`config.mk`:
```
export PLATFORM = sky130hd
export DESIGN_NAME = modular_exponentiation
export DESIGN_NICKNAME = d
export VERILOG_FILES = /design/src/rtl/mexp_pkg.sv /design/src/rtl/mexp_dp.sv /design/src/rtl/mexp_ctrl.sv /design/src/rtl/modular_exponentiation.sv
export SDC_FILE = /design/constraint.sdc
export NUM_CORES = 2
export LEC_CHECK = 0
export BUFFER_PORTS_ARGS = -buffer_cell sky130_fd_sc_hd__buf_4
export CORE_UTILIZATION = 35
export CTS_CLUSTER_SIZE = 20
export DETAILED_ROUTE_END_ITERATION = 10
export PLACE_DENSITY = 0.5
export SLEW_MARGIN = 40
export SYNTH_ARGS = -nofsm -noshare
export SYNTH_HDL_FRONTEND = slang
export SYNTH_SLANG_ARGS = --single-unit
```
`constraint.sdc`:
```
create_clock -name aclk -period 14.35 [get_ports aclk]
set_input_delay 2.1525 -clock aclk [delete_from_list [all_inputs] [get_ports aclk]]
set_output_delay 2.1525 -clock aclk [all_outputs]
set_load 0.02 [all_outputs]
```
`src/rtl/mexp_pkg.sv`:
```
`timescale 1ns / 1ps
// ============================================================================
// mexp_pkg
// Shared types and constants of the modular exponentiation block: operand
// widths, register indexes, controller states and the command/status bundles.
// ============================================================================
package mexp_pkg;

    // operand and port widths
    localparam int WORD_W     = 64;
    localparam int HALF_W     = 32;
    localparam int EXP_W      = 63;
    localparam int CFG_DATA_W = 32;
    localparam int CFG_ADDR_W = 1;

    // configuration register indexes
    localparam logic [CFG_ADDR_W-1:0] REG_MODULUS      = 1'b0;
    localparam logic [CFG_ADDR_W-1:0] REG_MODULAR_MODE = 1'b1;

    // remainder unit: quotient bits retired per cycle
    localparam int DIV_STEPS  = 4;
    localparam int DIV_CYCLES = WORD_W / DIV_STEPS;
    localparam int DIV_CNT_W  = $clog2(DIV_CYCLES);
    localparam logic [DIV_CNT_W-1:0] DIV_CNT_LAST = DIV_CNT_W'(DIV_CYCLES - 1);

    // partial product phases of the 64 x 64 low-half product
    localparam int MUL_CNT_W = 2;
    localparam logic [MUL_CNT_W-1:0] MUL_PH_LL = 2'd0;  // a_lo * b_lo
    localparam logic [MUL_CNT_W-1:0] MUL_PH_LH = 2'd1;  // a_lo * b_hi
    localparam logic [MUL_CNT_W-1:0] MUL_PH_HL = 2'd2;  // a_hi * b_lo

    typedef enum logic [3:0] {
        ST_IDLE,
        ST_SETUP,
        ST_BASE_RED,
        ST_TEST,
        ST_MUL,
        ST_MUL_RED,
        ST_SQR,
        ST_SQR_RED,
        ST_FINISH
    } state_t;

    // controller to datapath
    typedef struct packed {
        logic load;           // capture operands, accumulator to one
        logic acc_zero;       // accumulator to zero
        logic mul_start;      // start a product
        logic mul_sqr;        // product is base * base, else acc * base
        logic div_start;      // start a reduction
        logic div_from_prod;  // reduce the product, else the base
        logic acc_wr;         // write accumulator
        logic base_wr;        // write base
        logic wr_from_rem;    // write source is the remainder, else the product
        logic exp_shift;      // drop the exponent's low bit
        logic out_load;       // load the result register
    } cmd_t;

    // datapath to controller
    typedef struct packed {
        logic exp_zero;
        logic exp_lsb;
        logic exp_rest_zero;
        logic mod_trivial;    // modulus of zero or one
        logic modular;
        logic mul_done;
        logic div_done;
    } status_t;

endpackage

```
`src/rtl/mexp_dp.sv`:
```
`timescale 1ns / 1ps
// ============================================================================
// mexp_dp
// Datapath: operand registers, a shared 32 x 32 multiplier that builds 64-bit
// products over phases, and a radix-16 restoring remainder unit.
// ============================================================================
module mexp_dp import mexp_pkg::*; #(
    parameter int MODULUS_BITS = 32
) (
    input  logic                    aclk,
    input  logic                    aresetn,
    input  cmd_t                    cmd,
    output status_t                 status,
    input  logic [WORD_W-1:0]       in_base,
    input  logic [EXP_W-1:0]        in_exp,
    input  logic [MODULUS_BITS-1:0] modulus,
    input  logic                    modular_mode,
    output logic [WORD_W-1:0]       power
);

    logic [WORD_W-1:0]       base_reg;
    logic [WORD_W-1:0]       acc_reg;
    logic [EXP_W-1:0]        exp_reg;
    logic [WORD_W-1:0]       prod_reg;
    logic [WORD_W-1:0]       pp_reg;
    logic                    pp_shift_reg;
    logic                    pp_last_reg;
    logic                    pp_valid_reg;
    logic                    mul_busy_reg;
    logic                    mul_sqr_reg;
    logic [MUL_CNT_W-1:0]    mul_cnt_reg;
    logic                    mul_done_reg;
    logic [WORD_W-1:0]       div_num_reg;
    logic [MODULUS_BITS-1:0] div_rem_reg;
    logic [DIV_CNT_W-1:0]    div_cnt_reg;
    logic                    div_busy_reg;
    logic                    div_done_reg;
    logic [WORD_W-1:0]       power_reg;

    logic [WORD_W-1:0]       mul_a;
    logic [HALF_W-1:0]       mul_x;
    logic [HALF_W-1:0]       mul_y;
    logic                    mul_last;
    logic [WORD_W-1:0]       pp_add;
    logic [MODULUS_BITS-1:0] rem_step [DIV_STEPS+1];
    logic [MODULUS_BITS:0]   trial    [DIV_STEPS];
    logic [WORD_W-1:0]       wr_word;

    // multiplier operand selection per phase
    assign mul_a = mul_sqr_reg ? base_reg : acc_reg;

    always_comb begin
        unique case (mul_cnt_reg)
            MUL_PH_LL: begin
                mul_x = mul_a[HALF_W-1:0];
                mul_y = base_reg[HALF_W-1:0];
            end
            MUL_PH_LH: begin
                mul_x = mul_a[HALF_W-1:0];
                mul_y = base_reg[WORD_W-1:HALF_W];
            end
            default: begin
                mul_x = mul_a[WORD_W-1:HALF_W];
                mul_y = base_reg[HALF_W-1:0];
            end
        endcase
    end

    // reduced operands fit the low half, so one phase is enough
    assign mul_last = modular_mode ? (mul_cnt_reg == MUL_PH_LL) : (mul_cnt_reg == MUL_PH_HL);
    assign pp_add   = pp_shift_reg ? {pp_reg[HALF_W-1:0], {HALF_W{1'b0}}} : pp_reg;

    // restoring remainder steps, most significant dividend bit first
    always_comb begin
        rem_step[0] = div_rem_reg;
        for (int i = 0; i < DIV_STEPS; i++) begin
            trial[i] = {rem_step[i], div_num_reg[WORD_W-1-i]};
            if (trial[i] >= {1'b0, modulus}) begin
                trial[i] = trial[i] - {1'b0, modulus};
            end
            rem_step[i+1] = trial[i][MODULUS_BITS-1:0];
        end
    end

    assign wr_word = cmd.wr_from_rem ? WORD_W'(div_rem_reg) : prod_reg;

    // sequencing of the multiplier and remainder unit
    always_ff @(posedge aclk) begin
        if (!aresetn) begin
            mul_busy_reg <= 1'b0;
            mul_cnt_reg  <= MUL_PH_LL;
            pp_valid_reg <= 1'b0;
            mul_done_reg <= 1'b0;
            div_busy_reg <= 1'b0;
            div_cnt_reg  <= '0;
            div_done_reg <= 1'b0;
        end else begin
            pp_valid_reg <= mul_busy_reg;
            mul_done_reg <= pp_valid_reg && pp_last_reg;
            if (cmd.mul_start) begin
                mul_busy_reg <= 1'b1;
                mul_cnt_reg  <= MUL_PH_LL;
            end else if (mul_busy_reg) begin
                if (mul_last) begin
                    mul_busy_reg <= 1'b0;
                end else begin
                    mul_cnt_reg <= mul_cnt_reg + MUL_CNT_W'(1);
                end
            end

            div_done_reg <= div_busy_reg && (div_cnt_reg == DIV_CNT_LAST);
            if (cmd.div_start) begin
                div_busy_reg <= 1'b1;
                div_cnt_reg  <= '0;
            end else if (div_busy_reg) begin
                if (div_cnt_reg == DIV_CNT_LAST) begin
                    div_busy_reg <= 1'b0;
                end else begin
                    div_cnt_reg <= div_cnt_reg + DIV_CNT_W'(1);
                end
            end
        end
    end

    // partial products and their accumulation
    always_ff @(posedge aclk) begin
        pp_reg       <= WORD_W'(mul_x) * WORD_W'(mul_y);
        pp_shift_reg <= (mul_cnt_reg != MUL_PH_LL);
        pp_last_reg  <= mul_last;
        if (cmd.mul_start) begin
            mul_sqr_reg <= cmd.mul_sqr;
            prod_reg    <= '0;
        end else if (pp_valid_reg) begin
            prod_reg <= prod_reg + pp_add;
        end
    end

    // remainder unit registers
    always_ff @(posedge aclk) begin
        if (cmd.div_start) begin
            div_num_reg <= cmd.div_from_prod ? prod_reg : base_reg;
            div_rem_reg <= '0;
        end else if (div_busy_reg) begin
            div_num_reg <= div_num_reg << DIV_STEPS;
            div_rem_reg <= rem_step[DIV_STEPS];
        end
    end

    // operand, accumulator and result registers
    always_ff @(posedge aclk) begin
        if (cmd.load) begin
            base_reg <= in_base;
            exp_reg  <= in_exp;
            acc_reg  <= WORD_W'(1);
        end else begin
            if (cmd.acc_zero) begin
                acc_reg <= '0;
            end
            if (cmd.acc_wr) begin
                acc_reg <= wr_word;
            end
            if (cmd.base_wr) begin
                base_reg <= wr_word;
            end
            if (cmd.exp_shift) begin
                exp_reg <= exp_reg >> 1;
            end
        end
        if (cmd.out_load) begin
            power_reg <= acc_reg;
        end
    end

    assign power = power_reg;

    // status to the controller
    assign status.exp_zero      = (exp_reg == '0);
    assign status.exp_lsb       = exp_reg[0];
    assign status.exp_rest_zero = (exp_reg[EXP_W-1:1] == '0);
    assign status.mod_trivial   = (modulus[MODULUS_BITS-1:1] == '0);
    assign status.modular       = modular_mode;
    assign status.mul_done      = mul_done_reg;
    assign status.div_done      = div_done_reg;

endmodule

```
`src/rtl/mexp_ctrl.sv`:
```
`timescale 1ns / 1ps
// ============================================================================
// mexp_ctrl
// Controller: walks the exponent bits right to left, issuing products and
// reductions to the datapath, and owns both handshakes.
// ============================================================================
module mexp_ctrl import mexp_pkg::*; (
    input  logic    aclk,
    input  logic    aresetn,
    input  logic    s_valid,
    output logic    s_ready,
    output logic    m_valid,
    input  logic    m_ready,
    input  status_t status,
    output cmd_t    cmd
);

    state_t state_reg;
    state_t state_next;
    logic   m_valid_reg;
    logic   m_valid_next;

    // state and output valid registers
    always_ff @(posedge aclk) begin
        if (!aresetn) begin
            state_reg   <= ST_IDLE;
            m_valid_reg <= 1'b0;
        end else begin
            state_reg   <= state_next;
            m_valid_reg <= m_valid_next;
        end
    end

    // next state and commands
    always_comb begin
        state_next   = state_reg;
        cmd          = '0;
        s_ready      = 1'b0;
        m_valid_next = m_valid_reg && !m_ready;
        unique case (state_reg)
            ST_IDLE: begin
                s_ready = 1'b1;
                if (s_valid) begin
                    cmd.load   = 1'b1;
                    state_next = ST_SETUP;
                end
            end
            ST_SETUP: begin
                priority if (status.exp_zero) begin
                    state_next = ST_FINISH;
                end else if (status.modular && status.mod_trivial) begin
                    cmd.acc_zero = 1'b1;
                    state_next   = ST_FINISH;
                end else if (status.modular) begin
                    cmd.div_start = 1'b1;
                    state_next    = ST_BASE_RED;
                end else begin
                    state_next = ST_TEST;
                end
            end
            ST_BASE_RED: begin
                if (status.div_done) begin
                    cmd.base_wr     = 1'b1;
                    cmd.wr_from_rem = 1'b1;
                    state_next      = ST_TEST;
                end
            end
            ST_TEST: begin
                priority if (status.exp_zero) begin
                    state_next = ST_FINISH;
                end else if (status.exp_lsb) begin
                    cmd.mul_start = 1'b1;
                    state_next    = ST_MUL;
                end else begin
                    cmd.mul_start = 1'b1;
                    cmd.mul_sqr   = 1'b1;
                    state_next    = ST_SQR;
                end
            end
            ST_MUL: begin
                if (status.mul_done) begin
                    if (status.modular) begin
                        cmd.div_start     = 1'b1;
                        cmd.div_from_prod = 1'b1;
                        state_next        = ST_MUL_RED;
                    end else begin
                        cmd.acc_wr = 1'b1;
                        // last set bit: the final square is not needed
                        if (status.exp_rest_zero) begin
                            state_next = ST_FINISH;
                        end else begin
                            cmd.mul_start = 1'b1;
                            cmd.mul_sqr   = 1'b1;
                            state_next    = ST_SQR;
                        end
                    end
                end
            end
            ST_MUL_RED: begin
                if (status.div_done) begin
                    cmd.acc_wr      = 1'b1;
                    cmd.wr_from_rem = 1'b1;
                    if (status.exp_rest_zero) begin
                        state_next = ST_FINISH;
                    end else begin
                        cmd.mul_start = 1'b1;
                        cmd.mul_sqr   = 1'b1;
                        state_next    = ST_SQR;
                    end
                end
            end
            ST_SQR: begin
                if (status.mul_done) begin
                    if (status.modular) begin
                        cmd.div_start     = 1'b1;
                        cmd.div_from_prod = 1'b1;
                        state_next        = ST_SQR_RED;
                    end else begin
                        cmd.base_wr   = 1'b1;
                        cmd.exp_shift = 1'b1;
                        state_next    = ST_TEST;
                    end
                end
            end
            ST_SQR_RED: begin
                if (status.div_done) begin
                    cmd.base_wr     = 1'b1;
                    cmd.wr_from_rem = 1'b1;
                    cmd.exp_shift   = 1'b1;
                    state_next      = ST_TEST;
                end
            end
            ST_FINISH: begin
                // wait for the result register to be free
                if (!m_valid_reg || m_ready) begin
                    cmd.out_load = 1'b1;
                    m_valid_next = 1'b1;
                    state_next   = ST_IDLE;
                end
            end
            default: begin
                state_next = ST_IDLE;
            end
        endcase
    end

    assign m_valid = m_valid_reg;

endmodule

```
`src/rtl/modular_exponentiation.sv`:
```
`timescale 1ns / 1ps
// Modular mode reduces the base first; each product then takes one 32 x 32
// partial product and is reduced on the shared radix-16 remainder unit; plain
// mode builds each product from three 32 x 32 partial products.
// Throughput: one item at a time; the next transfer is taken once the result
// sits in the output register. Reset: synchronous active-low aresetn clears
// control, modulus to 1, modular mode on.
// ============================================================================
// modular_exponentiation
// Right-to-left square-and-multiply exponentiation, reduced by a configured
// modulus or wrapped to 64 bits, with a plain register write port.
// ============================================================================
module modular_exponentiation import mexp_pkg::*; #(
    parameter int MODULUS_BITS = 32
) (
    input  logic                  aclk,
    input  logic                  aresetn,
    input  logic                  s_valid,
    output logic                  s_ready,
    input  logic [WORD_W-1:0]     s_base,
    input  logic [EXP_W-1:0]      s_exponent,
    output logic                  m_valid,
    input  logic                  m_ready,
    output logic [WORD_W-1:0]     m_power,
    input  logic                  cfg_wr_en,
    input  logic [CFG_ADDR_W-1:0] cfg_addr,
    input  logic [CFG_DATA_W-1:0] cfg_wr_data
);

    logic [MODULUS_BITS-1:0] modulus_reg;
    logic                    modular_mode_reg;
    cmd_t                    cmd;
    status_t                 status;

    // configuration registers
    always_ff @(posedge aclk) begin
        if (!aresetn) begin
            modulus_reg      <= MODULUS_BITS'(1);
            modular_mode_reg <= 1'b1;
        end else if (cfg_wr_en) begin
            unique case (cfg_addr)
                REG_MODULUS:      modulus_reg      <= cfg_wr_data[MODULUS_BITS-1:0];
                REG_MODULAR_MODE: modular_mode_reg <= cfg_wr_data[0];
            endcase
        end
    end

    mexp_ctrl u_ctrl (
        .aclk    (aclk),
        .aresetn (aresetn),
        .s_valid (s_valid),
        .s_ready (s_ready),
        .m_valid (m_valid),
        .m_ready (m_ready),
        .status  (status),
        .cmd     (cmd)
    );

    mexp_dp #(
        .MODULUS_BITS (MODULUS_BITS)
    ) u_dp (
        .aclk         (aclk),
        .aresetn      (aresetn),
        .cmd          (cmd),
        .status       (status),
        .in_base      (s_base),
        .in_exp       (s_exponent),
        .modulus      (modulus_reg),
        .modular_mode (modular_mode_reg),
        .power        (m_power)
    );

endmodule
```
* Word level (Yosys, flattened, before mapping)
Cells that the tools add are included.
** Cells by class
- Bitwise gates (word level) :: 4
- Shift operators :: 0
- Muxes and demuxes :: 73
- Add/sub/neg operators :: 7
- Multipliers :: 1
- Equality and inequality tests :: 17
- Divide/modulo/power cells :: 0
- Magnitude comparators :: 4
- Reductions and logical operators :: 26
** Operators with widths (count)
- $mux W64 :: 10
- $mux W32 :: 6
- $ge A33 B32 Y1 :: 4
- $sub A32 B32 Y32 :: 4
- $mux W63 :: 2
- $add A64 B64 Y64 :: 1
- $mul A32 B32 Y64 :: 1
- $logic_not A63 Y1 :: 1
- $logic_not A62 Y1 :: 1
- $mux W4 :: 11
- $pmux W4 S8 :: 1
- $logic_not A31 Y1 :: 1
- $mux W1 :: 25
- $eq A4 B3 Y1 const B :: 4
- $mux W2 :: 8
- $ne A2 B1 Y1 const B :: 5
- $reduce_bool A2 Y1 :: 5
- $pmux W1 S3 :: 3
- $eq A4 B2 Y1 const B :: 2
- $eq A4 B4 Y1 const B :: 2
- $reduce_and A2 Y1 :: 4
- $reduce_or A2 Y1 :: 4
- $mux W3 :: 2
- $pmux W1 S2 :: 3
- other kinds (15) :: 22
** Word-level totals
- ROM bits :: 0
- Bits in latches :: 0
- Logic and storage cells :: 154
- Flip-flop bits (word level) :: 531
- Memories kept :: 0
- Input port bits :: 165
- Output and inout bits :: 66
- RAM bits :: 0

* Longest topological paths before layout
- Depth in word-level cells :: 8
- Gate-level depth with buffers :: 59
- Mapped depth without buffers :: 50

* Hierarchy
Synthesis repeated with hierarchy kept, for this count alone.
** Unflattened totals
- Cells, all modules :: 7236
- Area, all modules :: 66461.2 sq um
** By module, submodules not included
- mexp_dp :: area each 64563.2 sq um, seq. area each 12431.9 sq um, instances 1, cells each 7017
- modular_exponentiation :: area each 1362.6 sq um, seq. area each 660.6 sq um, instances 1, cells each 144
- mexp_ctrl :: area each 535.5 sq um, seq. area each 100.1 sq um, instances 1, cells each 75

* Worst setup path before layout
OpenSTA, ideal clock, no wires.
- Kind :: register -> register
- Start point :: reg modulus_reg[18]
- End point :: reg u_dp.div_rem_reg[17]
- Required time :: 14.236 ns
- Cell stages (with the launch flop) :: 58
- Arrival time :: 10.668 ns
- Period minus slack after synthesis :: 10.782 ns
- Path buffers :: 10
- Library setup time :: 0.114 ns
- Slack :: 3.568 ns
- Cell sequence :: dfxtp_1 > inv_1 > ha_1 > buf_6 > a21o_1 > a21o_1 > a21o_1 > a311o_1 > a221oi_2 > nand2_1 > clkbuf_1 > buf_2 > buf_2 > nor2_1 > a21oi_1 > ha_1 > a21o_1 > a21o_1 > [... 22 more ...] > buf_2 > mux2i_1 > ha_1 > nor2b_1 > o21a_1 > o21ai_0 > a31oi_1 > o221ai_1 > o31a_1 > o22ai_1 > a21o_1 > a211oi_1 > o21ai_0 > a31o_1 > buf_6 > buf_6 > a32o_1 > a21o_1
** Between the ends
- Longest elaborated chain between the ends :: 8
- Elaborated cells between the ends (all ways) :: 17
- Classes of those cells :: add/sub (4); order compare (4); mux (7); reduce/logical (2)
** RTL lines
- from (decl) :: RTL line modular_exponentiation.sv:30 : logic [MODULUS_BITS-1:0] modulus_reg;
- from (signal assigned) :: RTL line modular_exponentiation.sv:42 : REG_MODULUS: modulus_reg <= cfg_wr_data[MODULUS_BITS-1:0];
- $sub A32 B32 Y32 or $ge A33 B32 Y1 (tied branches) :: RTL line mexp_dp.sv:79, mexp_dp.sv:78
- $mux W32 :: RTL line mexp_dp.sv:78 : if (trial[i] >= {1'b0, modulus}) begin
- $sub A32 B32 Y32 or $ge A33 B32 Y1 (tied branches) :: RTL line mexp_dp.sv:79, mexp_dp.sv:78
- $mux W32 :: RTL line mexp_dp.sv:78
- $ge A33 B32 Y1 or $sub A32 B32 Y32 (tied branches) :: RTL line mexp_dp.sv:78, mexp_dp.sv:79
- $mux W32 :: RTL line mexp_dp.sv:78
- $sub A32 B32 Y32 or $ge A33 B32 Y1 (tied branches) :: RTL line mexp_dp.sv:79, mexp_dp.sv:78
- $mux W32 :: RTL line mexp_dp.sv:78
- to (signal assigned) :: RTL line mexp_dp.sv:145 : div_rem_reg <= rem_step[DIV_STEPS];
- to (decl) :: RTL line mexp_dp.sv:34 : logic [MODULUS_BITS-1:0] div_rem_reg;
Several ways; a longest one is shown, not always the timed one.
A chain may end at the register's enable or synchronous reset.

* Worst setup path after layout
- Start point :: reg modulus_reg[15]
- End point :: reg u_dp.div_rem_reg[18]
** Between the ends
- Longest elaborated chain between the ends :: 8
- Elaborated cells between the ends (all ways) :: 17
- Classes of those cells :: add/sub (4); order compare (4); mux (7); reduce/logical (2)
** RTL lines (RTL line)
- $sub A32 B32 Y32 or $ge A33 B32 Y1 (tied branches) :: mexp_dp.sv:79, mexp_dp.sv:78
- $mux W32 :: mexp_dp.sv:78
- $sub A32 B32 Y32 or $ge A33 B32 Y1 (tied branches) :: mexp_dp.sv:79, mexp_dp.sv:78
- $mux W32 :: mexp_dp.sv:78
- $sub A32 B32 Y32 or $ge A33 B32 Y1 (tied branches) :: mexp_dp.sv:79, mexp_dp.sv:78
- $mux W32 :: mexp_dp.sv:78
- $sub A32 B32 Y32 or $ge A33 B32 Y1 (tied branches) :: mexp_dp.sv:79, mexp_dp.sv:78
- $mux W32 :: mexp_dp.sv:78
Several ways; a longest one is shown, not always the timed one.

==> metrics <==
Area after DPL=70600 µm²; Post CTS Setup Buffer Count=0; Site Rows=158; Vias=52500; post-synthesis cell area=65300 µm²; Worst Setup EP=u_dp.div_rem_reg[18]; Avg Cell Area, Syn=8.92 µm²; worst r2r dst=u_dp.div_rem_reg[18]; startpoint types=flip-flop; Crit Path Category=reg -> reg; GR Util All Layers=0.256; Synth area leaders=fa_1 28%, edfxtp_1 12%, ha_1 8.8%; critical path required time=14880 ps; RSZ-0062 raised after global routing=no; vias in the first global route=54000; post-route clock period utilization=0.938; initial antenna violation count=22; CP Buf/Inv Count=9; port bufs=230; CTS Buffer Depth=3; wirelength, routed=239000 µm; Slew @ Worst Pin=866 ps; Worst path depth=53; clock sinks=531; HP Class=reg -> reg; width of the die=434 µm; Final GP Congestion=0.947; Worst-path clk slew=60 ps; Post-Place Worst Slack=863 ps; Synth Flop Type=dfxtp_1; unique cell type count in the Yosys netlist=94; # DRC=0; Die Area=188000 µm²; Final Instance Area=72800 µm²; Std-Cell Core Area=185000 µm²; Fin Hold WS=449 ps; nets=8975; average routed wire per standard cell=23.9 µm; worst r2r src=modulus_reg[15]; crit-path max cell delay=550 ps; Overflow after GRT=0; count of pins over their slew limit=0; Clock Skews=40.9 ps; synth cell count leaders=1335 x nand2_1, 1074 x inv_1, 901 x fa_1; Critical-path top delay cell=ha_1; Top delay family on crit path=compound AO/OA/AOI/OAI gates; minimum clock period=13460 ps; drt first pass iters=5; post-route ant nets=0; layout cell share with drive strength beyond 1=0.0998; status=complete, no violations; TritonCTS Buffers=66; CTS tree=built; Initial Utilization=0.352; fraction of registers with async set/reset=0; worst reg2reg setup slack=890 ps; Post-CTS Hold Buffers=0; chip height=434 µm; initial DRC count=3819; path depth of the worst reg2reg path=53; slew margin rel.=0.422; maximum clock rate=74.3 MHz; Setup-failing EPs final=0; crit end category=flip-flop; Ys Warns=0; CTS Root Cell=clkbuf_16; setup tns final=0 ps; Fin. Hold Viols=0; register bit total from synthesis=531; DR vias/cell=5.25; Syn-to-layout area delta=11.5%; Yosys top cell area share=0.276; sequential fraction of the synthesis area=0.202; most used standard cell by instance count after synthesis=nand2_1; Clk Latency, worst-skew pair=650 ps; critical path arrival=13990 ps; number of max-cap violations=0; PnR worst setup slack=893 ps; H-tree levels=3; Ports=231; Synth area leader=fa_1; critical path's most frequent cell=buf_4; first-pass GRT wire length=358000 µm; Post-synth EDFFs=256; crit-path max FO=28; net count after synthesis=8840; post-detail-place hpwl=194000 µm; cts repair resizes=0; CP startpoint=modulus_reg[15]; pin count of the biggest net entering global routing=74; Post-Syn Instances=7316
[metal layers]
metal,vias up,wire length [µm],global-route usage,part of all wire
met5,-,70,0,0.00029
met4,8,9000,0.0805,0.038
met3,301,12500,0.0290,0.052
met2,1404,112000,0.424,0.47
met1,26800,106000,0.348,0.44
li1,23900,-,-,-
[area by class of cell]
| type | count | area [µm²] |
|---|---|---|
| timing repair buffer | 439 | 3440 |
| clock buffer | 96 | 1880 |
| tap | 2480 | 3100 |
| multi-input combinational | 5337 | 46900 |
| fill | 19100 | 113000 |
| clock inverter | 25 | 246 |
| sequential | 531 | 13200 |
| inverter | 1076 | 4040 |
| antenna | 4 | 10.0 |
[stage by stage]
| stage | util | instances |
|---|---|---|
| detailed placement | 0.381 | 9862 |
| CTS | 0.392 | 9983 |
| floorplan | - | 7316 |
| global route | 0.393 | 9984 |
| finish | 0.393 | 9988 |
| global placement | 0.380 | 9856 |
[logic make-up (layout without fill, tap and decap cells)]
family	Yosys count	in the layout	share of synthesized area
buffers and inverters	1448	1636	0.0841
XOR/XNOR	207	207	0.0278
flip-flops	531	531	0.202
multiplexers	302	302	0.0535
AND/OR/NAND/NOR	2370	2370	0.161
adder cells (fa/ha/maj)	1359	1359	0.364
AO/OA/AOI/OAI	1099	1099	0.108
other	0	4	0
[cells in the final DEF (no fill, tap or decap), types with 40 or more instances in the layout]
cell       synthesis  routed
dfxtp_1          275     273
edfxtp_1         256     256
nand2b_1          43      42
nor2_1           366     363
inv_1           1074    1073
mux2_2           111     105
a21oi_1          316     314
xor2_1            72      72
nor3_1            46      46
nor2b_1          170     168
nand3_1           95      94
clkbuf_16          0      69
xnor2_1          135     135
ha_1             458     457
a21boi_0          51      51
o21ai_0          249     246
buf_4              3     424
o21a_1            42      40
a21o_1           163     163
mux2i_1          163     152
fa_1             901     901
and2_1           121     120
nand2_1         1335    1331
[worst min path at each step]
stage | slack [ps] | depth (start not counted) | from | endpoint
final | 450 | 1 | u_dp.mul_busy_reg | u_dp.pp_valid_reg
after global routing | 450 | 1 | u_dp.mul_busy_reg | u_dp.pp_valid_reg
after CTS | 440 | 1 | u_dp.mul_busy_reg | u_dp.pp_valid_reg
after detailed placement | 440 | 1 | u_dp.mul_busy_reg | u_dp.pp_valid_reg
after global placement | 440 | 0 | u_dp.acc_reg[2] | u_dp.power[2]
after floorplan | 430 | 0 | u_dp.acc_reg[10] | u_dp.power[10]
[worst register-to-register path, delay by kind of cell (launching register included)]
family,cells,cell delay (ps)
AOI/OAI and AO/OA,25,5490
adders and majority gates,4,1500
buffers and inverters,9,1940
DFF,1,360
muxes,3,1180
and+or+nand+nor,12,2910
Power is left out: the tool's default activity adds up to more than one toggle a clock period on the data nets, which glitch-free logic cannot reach.
